--- src/rtl/ffr_pkg.sv ---
// ----------------------------------------------------------------------------
// ffr_pkg
// Shared types and constants for the fixed-length frame receiver.
// ----------------------------------------------------------------------------
`default_nettype none

package ffr_pkg;

  localparam int unsigned HEADER_LEN = 3;
  localparam logic [7:0]  RESET_MARK = 8'hDD;

  // register reset values
  localparam logic [7:0] START_BYTE_RST = 8'hAC;
  localparam logic [7:0] SOURCE_ID_RST  = 8'h02;
  localparam logic [7:0] DEST_ID_RST    = 8'h00;

  // register indexes on the configuration port
  localparam logic [1:0] CFG_START_BYTE = 2'd0;
  localparam logic [1:0] CFG_SOURCE_ID  = 2'd1;
  localparam logic [1:0] CFG_DEST_ID    = 2'd2;

  typedef enum logic [2:0] {
    ST_HUNT    = 3'd0,
    ST_ACCEPT  = 3'd1,
    ST_DONE    = 3'd2,
    ST_HDR_BAD = 3'd3,
    ST_SUM_BAD = 3'd4
  } status_t;

  typedef struct packed {
    logic    shift;
    status_t status;
  } ctl_t;

endpackage

`default_nettype wire

--- src/rtl/ffr_cell.sv ---
// ----------------------------------------------------------------------------
// ffr_cell
// One byte cell of the payload chain; loads its neighbour's byte on shift.
// ----------------------------------------------------------------------------
`default_nettype none

module ffr_cell (
  input  wire logic       clk,
  input  wire logic       shift,
  input  wire logic [7:0] d_in,
  output logic      [7:0] q
);

  logic [7:0] byte_r;
  logic [7:0] byte_nxt;

  assign byte_nxt = shift ? d_in : byte_r;

  always_ff @(posedge clk) begin
    byte_r <= byte_nxt;
  end

  assign q = byte_r;

endmodule

`default_nettype wire

--- src/rtl/ffr_ctrl.sv ---
// ----------------------------------------------------------------------------
// ffr_ctrl
// Frame position counter, running sum, header match and configuration
// registers.
// ----------------------------------------------------------------------------
`default_nettype none

module ffr_ctrl #(
  parameter int unsigned PAYLOAD_BYTES = 8
) (
  input  wire logic        clk,
  input  wire logic        rst_n,
  input  wire logic        accept,
  input  wire logic [7:0]  rx_byte,
  input  wire logic        cfg_we,
  input  wire logic [1:0]  cfg_index,
  input  wire logic [7:0]  cfg_data,
  output ffr_pkg::ctl_t    ctl
);

  localparam logic [3:0] CHECK_POS = 4'(ffr_pkg::HEADER_LEN + PAYLOAD_BYTES);

  logic [7:0] start_byte_r, start_byte_nxt;
  logic [7:0] source_id_r, source_id_nxt;
  logic [7:0] dest_id_r, dest_id_nxt;
  logic [3:0] pos_r, pos_nxt;
  logic [7:0] sum_r, sum_nxt;
  logic [7:0] sum_add;
  logic [7:0] want;

  always_comb begin
    start_byte_nxt = start_byte_r;
    source_id_nxt  = source_id_r;
    dest_id_nxt    = dest_id_r;
    if (cfg_we) begin
      case (cfg_index)
        ffr_pkg::CFG_START_BYTE: start_byte_nxt = cfg_data;
        ffr_pkg::CFG_SOURCE_ID:  source_id_nxt  = cfg_data;
        ffr_pkg::CFG_DEST_ID:    dest_id_nxt    = cfg_data;
        default: ;
      endcase
    end
  end

  assign sum_add = sum_r + rx_byte;
  assign want    = (pos_r == 4'd1) ? source_id_r : dest_id_r;

  always_comb begin
    ctl.shift  = 1'b0;
    ctl.status = ffr_pkg::ST_HUNT;
    pos_nxt    = pos_r;
    sum_nxt    = sum_r;
    if (pos_r == 4'd0) begin
      if (rx_byte == start_byte_r) begin
        pos_nxt    = pos_r + 4'd1;
        sum_nxt    = sum_add;
        ctl.status = ffr_pkg::ST_ACCEPT;
      end
    end else if (pos_r == 4'd1 || pos_r == 4'd2) begin
      if (rx_byte == want) begin
        pos_nxt    = pos_r + 4'd1;
        sum_nxt    = sum_add;
        ctl.status = ffr_pkg::ST_ACCEPT;
      end else begin
        pos_nxt    = 4'd0;
        sum_nxt    = 8'd0;
        ctl.status = ffr_pkg::ST_HDR_BAD;
      end
    end else if (pos_r < CHECK_POS) begin
      ctl.shift  = 1'b1;
      pos_nxt    = pos_r + 4'd1;
      sum_nxt    = sum_add;
      ctl.status = ffr_pkg::ST_ACCEPT;
    end else if (pos_r == CHECK_POS) begin
      ctl.status = (sum_r == rx_byte) ? ffr_pkg::ST_DONE : ffr_pkg::ST_SUM_BAD;
      pos_nxt    = 4'd0;
      sum_nxt    = 8'd0;
    end else begin
      // unreachable position: drop back to hunting
      pos_nxt = 4'd0;
      sum_nxt = 8'd0;
    end
  end

  always_ff @(posedge clk) begin
    if (!rst_n) begin
      start_byte_r <= ffr_pkg::START_BYTE_RST;
      source_id_r  <= ffr_pkg::SOURCE_ID_RST;
      dest_id_r    <= ffr_pkg::DEST_ID_RST;
      pos_r        <= 4'd0;
      sum_r        <= 8'd0;
    end else begin
      start_byte_r <= start_byte_nxt;
      source_id_r  <= source_id_nxt;
      dest_id_r    <= dest_id_nxt;
      if (accept) begin
        pos_r <= pos_nxt;
        sum_r <= sum_nxt;
      end
    end
  end

endmodule

`default_nettype wire

--- src/rtl/fixed_frame_receiver_sum_check.sv ---
// ----------------------------------------------------------------------------
// fixed_frame_receiver_sum_check
// Hunts received bytes for a fixed-length frame with an 8-bit sum checksum
// and reports one status per byte, with the payload on a good frame.
//
//   channel  direction  handshake             payload
//   in_      input      in_valid/in_ready     in_rx_byte[7:0]
//   out_     output     out_valid/out_ready   out_status, out_payload,
//                                             out_reset_request
//   cfg_     input      cfg_valid/cfg_ready   cfg_index[1:0], cfg_data[7:0]
//
// One byte is taken per cycle unless the output stalls; its result appears
// in the output register on the next cycle. Payload bytes move along a chain
// of byte cells, one step per payload transfer. The input stalls only while
// a held result is not taken. Synchronous reset returns to hunting and
// reloads the registers; the configuration port is always ready.
// ----------------------------------------------------------------------------
`default_nettype none

module fixed_frame_receiver_sum_check #(
  parameter int unsigned PAYLOAD_BYTES = 8
) (
  input  wire logic        clk,
  input  wire logic        rst_n,
  input  wire logic        in_valid,
  output logic             in_ready,
  input  wire logic [7:0]  in_rx_byte,
  output logic             out_valid,
  input  wire logic        out_ready,
  output logic      [2:0]  out_status,
  output logic      [63:0] out_payload,
  output logic             out_reset_request,
  input  wire logic        cfg_valid,
  output logic             cfg_ready,
  input  wire logic [1:0]  cfg_index,
  input  wire logic [7:0]  cfg_data
);

  ffr_pkg::ctl_t ctl;
  logic          accept;
  logic [7:0]    cell_q [PAYLOAD_BYTES];
  logic [63:0]   payload_all;
  logic          rreq_all;
  logic          done;

  logic                out_valid_r, out_valid_nxt;
  ffr_pkg::status_t    status_r;
  logic [63:0]         payload_r;
  logic                rreq_r;

  assign in_ready  = !out_valid_r || out_ready;
  assign accept    = in_valid && in_ready;
  assign cfg_ready = 1'b1;

  ffr_ctrl #(
    .PAYLOAD_BYTES(PAYLOAD_BYTES)
  ) u_ctrl (
    .clk       (clk),
    .rst_n     (rst_n),
    .accept    (accept),
    .rx_byte   (in_rx_byte),
    .cfg_we    (cfg_valid),
    .cfg_index (cfg_index),
    .cfg_data  (cfg_data),
    .ctl       (ctl)
  );

  // newest byte enters at the top; after a full payload cell i holds byte i
  for (genvar i = 0; i < PAYLOAD_BYTES; i++) begin : g_chain
    logic [7:0] d_in;
    if (i == PAYLOAD_BYTES - 1) begin : g_top
      assign d_in = in_rx_byte;
    end else begin : g_mid
      assign d_in = cell_q[i+1];
    end
    ffr_cell u_cell (
      .clk   (clk),
      .shift (accept && ctl.shift),
      .d_in  (d_in),
      .q     (cell_q[i])
    );
  end

  always_comb begin
    payload_all = '0;
    for (int i = 0; i < PAYLOAD_BYTES; i++) begin
      payload_all[8*i +: 8] = cell_q[i];
    end
  end

  if (PAYLOAD_BYTES >= 7) begin : g_rreq
    assign rreq_all = (cell_q[4] == ffr_pkg::RESET_MARK) &&
                      (cell_q[5] == ffr_pkg::RESET_MARK) &&
                      (cell_q[6] == ffr_pkg::RESET_MARK);
  end else begin : g_no_rreq
    assign rreq_all = 1'b0;
  end

  assign done          = (ctl.status == ffr_pkg::ST_DONE);
  assign out_valid_nxt = accept || (out_valid_r && !out_ready);

  always_ff @(posedge clk) begin
    if (!rst_n) begin
      out_valid_r <= 1'b0;
    end else begin
      out_valid_r <= out_valid_nxt;
    end
  end

  always_ff @(posedge clk) begin
    if (accept) begin
      status_r  <= ctl.status;
      payload_r <= done ? payload_all : 64'd0;
      rreq_r    <= done && rreq_all;
    end
  end

  assign out_valid         = out_valid_r;
  assign out_status        = status_r;
  assign out_payload       = payload_r;
  assign out_reset_request = rreq_r;

`ifndef ASSERT_OFF
  a_rreq_only_done: assert property (@(posedge clk) disable iff (!rst_n)
    out_valid && out_reset_request |-> out_status == ffr_pkg::ST_DONE)
    else $error("reset request without a complete frame");

  a_payload_zero: assert property (@(posedge clk) disable iff (!rst_n)
    out_valid && out_status != ffr_pkg::ST_DONE |-> out_payload == 64'd0)
    else $error("payload not zero on a non-complete status");

  a_result_follows: assert property (@(posedge clk) disable iff (!rst_n)
    in_valid && in_ready |=> out_valid)
    else $error("transfer in produced no result");

  a_shift_accept: assert property (@(posedge clk) disable iff (!rst_n)
    ctl.shift |-> ctl.status == ffr_pkg::ST_ACCEPT)
    else $error("payload chain shifts on a non-accepted byte");
`endif

endmodule

`default_nettype wire

--- config.mk ---
export PLATFORM = sky130hd
export DESIGN_NAME = fixed_frame_receiver_sum_check
export DESIGN_NICKNAME = d
export VERILOG_FILES = /design/src/rtl/ffr_pkg.sv /design/src/rtl/ffr_cell.sv /design/src/rtl/ffr_ctrl.sv /design/src/rtl/fixed_frame_receiver_sum_check.sv
export SDC_FILE = /design/constraint.sdc
export NUM_CORES = 1
export LEC_CHECK = 0
export BUFFER_PORTS_ARGS = -buffer_cell sky130_fd_sc_hd__buf_2
export CAP_MARGIN = 20
export CORE_MARGIN = 5
export CORE_UTILIZATION = 55
export DETAILED_ROUTE_END_ITERATION = 12
export HOLD_SLACK_MARGIN = 0.02
export PLACE_DENSITY = 0.8
export SLEW_MARGIN = 0
export SYNTH_ARGS = -nofsm -noshare
export SYNTH_HDL_FRONTEND = slang
export SYNTH_SLANG_ARGS = --single-unit
--- constraint.sdc ---
create_clock -name clk -period 7.06 [get_ports clk]
set_input_delay 0.706 -clock clk [delete_from_list [all_inputs] [get_ports clk]]
set_output_delay 0.706 -clock clk [all_outputs]
set_load 0.05 [all_outputs]
; ---- Yosys cells after proc, flatten, opt, wreduce, memory -nomap -nowiden
; Index checks and enable logic that the tools add are counted.
[totals]
in_bits = 23
wordCells = 71
output_inout_bits = 71
regBits = 169
[op_classes]
addsub = 2
n_eq_ne = 13
reduce_logical = 17
mux = 21
order_cmp = 1
[ops]
columns = operator, count
row1 = $mux 8, 6
row2 = $eq 8x8->1, 3
row3 = $eq 8x8->1 const B, 3
row4 = $mux 4, 5
row5 = $mux 3, 5
row6 = $add 8x8->8, 1
row7 = $reduce_and 2->1, 4
row8 = $logic_and 1x1->1, 6
row9 = $add 4x1->4 const B, 1
row10 = $eq 4x1->1 const B, 1
row11 = $eq 4x2->1 const B, 1
row12 = $eq 4x4->1 const B, 1
row13 = $logic_not 4->1, 1
row14 = $lt 4x4->1 const B, 1
row15 = $mux 1, 4
row16 = $eq 3x2->1 const B, 1
row17 = $logic_or 1x1->1, 3
row18 = $eq 2x1->1 const B, 1
row19 = $eq 2x2->1 const B, 1
row20 = $logic_not 1->1, 2
row21 = $logic_not 2->1, 1
row22 = $mux 2, 1
row23 = $ne 2x2->1 const B, 1

; ---- Longest topological paths before layout
[logic_depth]
word_depth = 8
depth_mapped = 10
mapped_depth_nobuf = 8

; ---- By module
; Synthesis repeated with hierarchy kept, for this count alone.
[unflattened]
cells_unflattened = 466
hier_area_um2 = 6749.0
[modules_own_cells]
columns = mod, seq_area_each_um2, instances, area_per_inst_um2, cells_per_inst
row1 = fixed_frame_receiver_sum_check, 2062.0, 1, 2625.0, 157
row2 = ffr_ctrl, 720.7, 1, 2202.1, 245
row3 = ffr_cell, 240.2, 8, 240.2, 8

; ---- Worst setup path before layout
; OpenSTA, ideal clock, no wires.
[synth_path]
path_kind = in2reg
start = input port out_ready
end = register g_chain[0].u_cell.byte_r[0], enable pin
setup_time_ps = 565
stages = 3
arrival_ps = 5784
path_slack_ps = 711
required_ps = 6495
n_path_buf = 0
cell_sequence = nand2b_1 > nand2_1 > nor3_1
[synth_via]
elab_chain_cells = 3
[synth_lines]
columns = element, line
row1 = start: declaration, fixed_frame_receiver_sum_check.sv:29  ; input wire logic out_ready,
row2 = $logic_or 1x1->1, fixed_frame_receiver_sum_check.sv:51  ; assign in_ready = !out_valid_r || out_ready;
row3 = $logic_and 1x1->1, fixed_frame_receiver_sum_check.sv:52  ; assign accept = in_valid && in_ready;
row4 = $logic_and 1x1->1, fixed_frame_receiver_sum_check.sv:78  ; .shift (accept && ctl.shift),
row5 = via g_chain[0].u_cell.shift, ffr_cell.sv:9  ; input wire logic shift,
row6 = end signal: assignment, ffr_cell.sv:20  ; byte_r <= byte_nxt;
row7 = end: declaration, ffr_cell.sv:14  ; logic [7:0] byte_r;
; The timed path passes the listed nets, and every way through them passes these cells.
; A chain may end at the register's enable or synchronous reset.

; ---- Final worst setup path
[layout_path]
start = register u_ctrl.pos_r[1]
end = register u_ctrl.sum_r[7]
[layout_via]
elab_chain_cells = 6
elab_cells_between_ends = 13
classes_between = order compare: 1 / eq/ne: 4 / mux: 5 / reduce/logical: 3
[layout_lines]
columns = element, line
row1 = start: declaration, ffr_ctrl.sv:26  ; logic [3:0] pos_r, pos_nxt;
row2 = start signal: assignment, ffr_ctrl.sv:97  ; pos_r <= pos_nxt;
row3 = $eq 4x1->1, "ffr_ctrl.sv:46, ffr_ctrl.sv:59"
row4 = $mux 8, ffr_ctrl.sv:46  ; assign want = (pos_r == 4'd1) ? source_id_r : dest_id_r;
row5 = $eq 8x8->1, ffr_ctrl.sv:60  ; if (rx_byte == want) begin
row6 = $mux 8, ffr_ctrl.sv:60
row7 = $mux 8, ffr_ctrl.sv:59  ; end else if (pos_r == 4'd1 || pos_r == 4'd2) begin
row8 = $mux 8, ffr_ctrl.sv:53  ; if (pos_r == 4'd0) begin
row9 = end signal: assignment, ffr_ctrl.sv:98  ; sum_r <= sum_nxt;
row10 = end: declaration, ffr_ctrl.sv:27  ; logic [7:0] sum_r, sum_nxt;
; Parallel ways exist; a longest one is shown, timed or not.

==> metrics.yaml <==
synth:
  yosysUniqueCellTypes: 57
  syn_area_per_cell_um2: 14.5
  yosys.area.top_type: "edfxtp_1"
  netlist_instances: 464
  synthTopCellsByArea: "edfxtp_1 59%, dfxtp_1 11%, and2_1 6.5%, mux2i_1 3.6%, ha_1 2.1%"
  synth.yosys.seq_area_share: 0.702
  synth_area_um2: 6710
  ys_dominant_reg_cell: "edfxtp_1"
  synth-seq-cells: 169
  synth-edff-count: 132
  syn_nets: 499
  async_reset_ff_frac: 0
  synth_top_area_share: 0.591
  ys_warn_count: 0
die:
  ioPinCount: 94
  dieArea_um2: 14500
  rows: 40
  dieHeight_um: 120
  fp.coreArea_um2: 12000
  die_x_um: 120
  initial_core_util: 0.561
grt:
  grtUsageMet1: 0.211
  grt_overflow: 0
  first_global_vias: 3952
  met3_usage: 0.0571
  grt-busiest-layer: "met2"
  grt_max_degree: 69
  grt_pass1_wl_mm: 19.8
  grtUsageMet2: 0.294
  grt_use_total: 0.178
  antenna_found_initial: 0
clock_tree:
  clkLatencyLatePin_ps: 420
  htreeDepth: 4
  postCtsSetupRepairBufs: 0
  tritoncts: "yes"
  cts.repair.resized: 0
  holdBufCountCts: 0
  numCtsBuffers: 17
  path_clk_slew_ps: 70
  root_buffer: "clkbuf_16"
  cts.sinks: 169
  clockBufferDepth: 2
sta:
  whs_ps: 439
  tns_ps: 0
  drv_slew: 0
  finalCritPeriodShare: 0.389
  skew_ps: 7.97
  hold_violations: 0
  post-route-min-period_ps: 2750
  clock.fmax_mhz: 364
  rsz0062_at_grt: "no"
  worst_slew_pin_slew_ps: 866
  slew_headroom: 0.422
  setup_viol: 0
power_and_ir_drop:
  ir_worst_vdd_v: 0.000175
  swShare: 0.240
  p_int_uw: 1620
  leakage_uw: 0.00309
  switching_power_uw: 510
  combinationalPowerShare: 0.069
  p_per_area_nw_per_um2: 270
  p_seq_frac: 0.516
  clkPwrFrac: 0.415
finish:
  instances_no_fill: 719
  drive_above_1_share: 0.240
  seqCellArea_um2: 4700
  area_growth_pct: 17.4
  num_antenna_cells: 0
  nets: 594
  fillers: 838
  multi_input_area_um2: 1860
worst_hold_path:
  hold_start: "g_chain[1].u_cell.q[7]$_DFFE_PP_"
  whs_path_depth: 0
  hp-class: "register to register"
  whs_endpoint: "g_chain[0].u_cell.q[7]$_DFFE_PP_"
place:
  hpwlAfterDp_mm: 8.39
  numPortBuffers: 92
  dp_cells: 686
  gp_congestion: 0.887
worst_setup_path:
  slowest_stage: "or4_1"
  crit_start: "u_ctrl.pos_r[1]$_SDFFE_PN0P_"
  critPathTopFamily: "simple AND/OR/NAND/NOR gates"
  critical_path_class: "register to register"
  path_cells: "inv_1 -> ha_1 -> or3b_4 -> a211oi_1 -> nor4_2 -> a41oi_2 -> or4_1 -> a31oi_1"
  worstPathArrival_ps: 3080
  crit_path_max_fanout: 12
  r2r_cells: 8
  r2r_slack_ps: 4310
  r2r-start: "u_ctrl.pos_r[1]$_SDFFE_PN0P_"
  cp-start-kind: "register"
  endpoint_kind: "register"
  required_ps: 7400
  cp_num_buf_inv: 1
  r2r_end: "u_ctrl.sum_r[7]$_SDFFE_PN0P_"
  slowest_delay_ps: 570
route:
  num_vias: 3892
  drc: 0
  drt_wl_total_mm: 12.4
  first_iter_violations: 247
  wl_per_cell_um: 17.2
  drtAntennaViolNets: 0
  drtPass1Iterations: 4
  viasPerCell: 5.41
run:
  maxCapViolCount: 0
status:
  status: "finished, final reports clean"
## Yosys cell counts (3+ instances only)
master / count
edfxtp_1: 132
dfxtp_1: 37
nor3b_1: 4
a211oi_1: 5
inv_1: 12
a21oi_1: 8
clkbuf_1: 13
nand3b_1: 5
o21a_1: 10
nand2_1: 13
nor2_1: 30
ha_1: 11
and2_1: 70
xnor2_1: 8
nor3_1: 6
a31oi_1: 3
nor4_1: 8
mux2i_1: 24
nand3_1: 4
nand4_1: 3
xor2_1: 14
## flip-flops by register name (all words and copies together), names as in the netlist
| signal | flops |
|---|---|
| out_reset_request | 1 |
| g_chain.u_cell.q | 64 |
| u_ctrl.pos_r | 4 |
| out_valid | 1 |
| u_ctrl.sum_r | 8 |
| out_status | 3 |
| out_payload | 64 |
| u_ctrl.dest_id_r | 8 |
| u_ctrl.start_byte_r | 8 |
| u_ctrl.source_id_r | 8 |
## how the worst max path moves through the flow
| stage | endpoint | cells after the start |
|---|---|---|
| 4_1_cts | out_reset_request$_DFFE_PP_ | 7 |
| 2_1_floorplan | g_chain[0].u_cell.q[0]$_DFFE_PP_ | 3 |
| 3_3_place_gp | out_reset_request$_DFFE_PP_ | 7 |
| 6_report | u_ctrl.sum_r[7]$_SDFFE_PN0P_ | 8 |
| 5_1_grt | u_ctrl.sum_r[7]$_SDFFE_PN0P_ | 8 |
| 3_5_place_dp | out_reset_request$_DFFE_PP_ | 7 |
## stage by stage
| step | util | setup WS, ps | total power (uW) | instance area, um^2 |
|---|---|---|---|---|
| 2_1_floorplan | - | 711 | 1220 | 6710 |
| 3_3_place_gp | 0.609 | 3840 | 1260 | 7280 |
| 3_5_place_dp | 0.609 | 3820 | 1270 | 7280 |
| 4_1_cts | 0.656 | 4260 | 2140 | 7850 |
| 5_1_grt | 0.658 | 4200 | 2190 | 7870 |
| 6_report | 0.658 | 4310 | 2130 | 7870 |
## layer usage
metal	vias up	wire, um
li1	1869	-
met1	1873	5180
met2	121	6020
met3	29	772
met4	0	399
met5	-	0
## layout by cell type (no fill, tap or decap), drive strengths merged, types with 5 or more instances in the layout
cell type  instances
a211oi             5
a21oi              8
and2              70
buf               96
clkbuf            17
dfxtp             37
edfxtp           132
ha                11
inv               20
mux2i             24
nand2             13
nand3b             5
nor2              30
nor3               6
nor4               9
o21a              10
xnor2              8
xor2              14
## logic make-up after synthesis
group           after synthesis  share of synthesized area
compound gates               44                     0.0496
xor+xnor                     22                     0.0287
fa+ha+maj                    12                     0.0235
buf+inv                      33                     0.0222
flops                       169                      0.702
mux                          24                     0.0358
other cells                   1                   0.000559
simple gates                159                      0.138
## area by class of cell
class,count,area share
Multi-Input combinational cell,262,0.237
Tap cell,147,0.0234
Sequential cell,169,0.598
Clock buffer,17,0.0541
Inverter,13,0.00620
Timing Repair Buffer,96,0.0639
Clock inverter,15,0.0178
## power groups by stage
stage	Sequential [uW]	Clock, uW	Combinational, uW
floorplan	1180	0	42.7
global placement	1120	0	145
detailed placement	1120	0	148
CTS	1100	894	148
global route	1100	940	155
finish	1100	881	146
(Power assumes the default switching activity.)
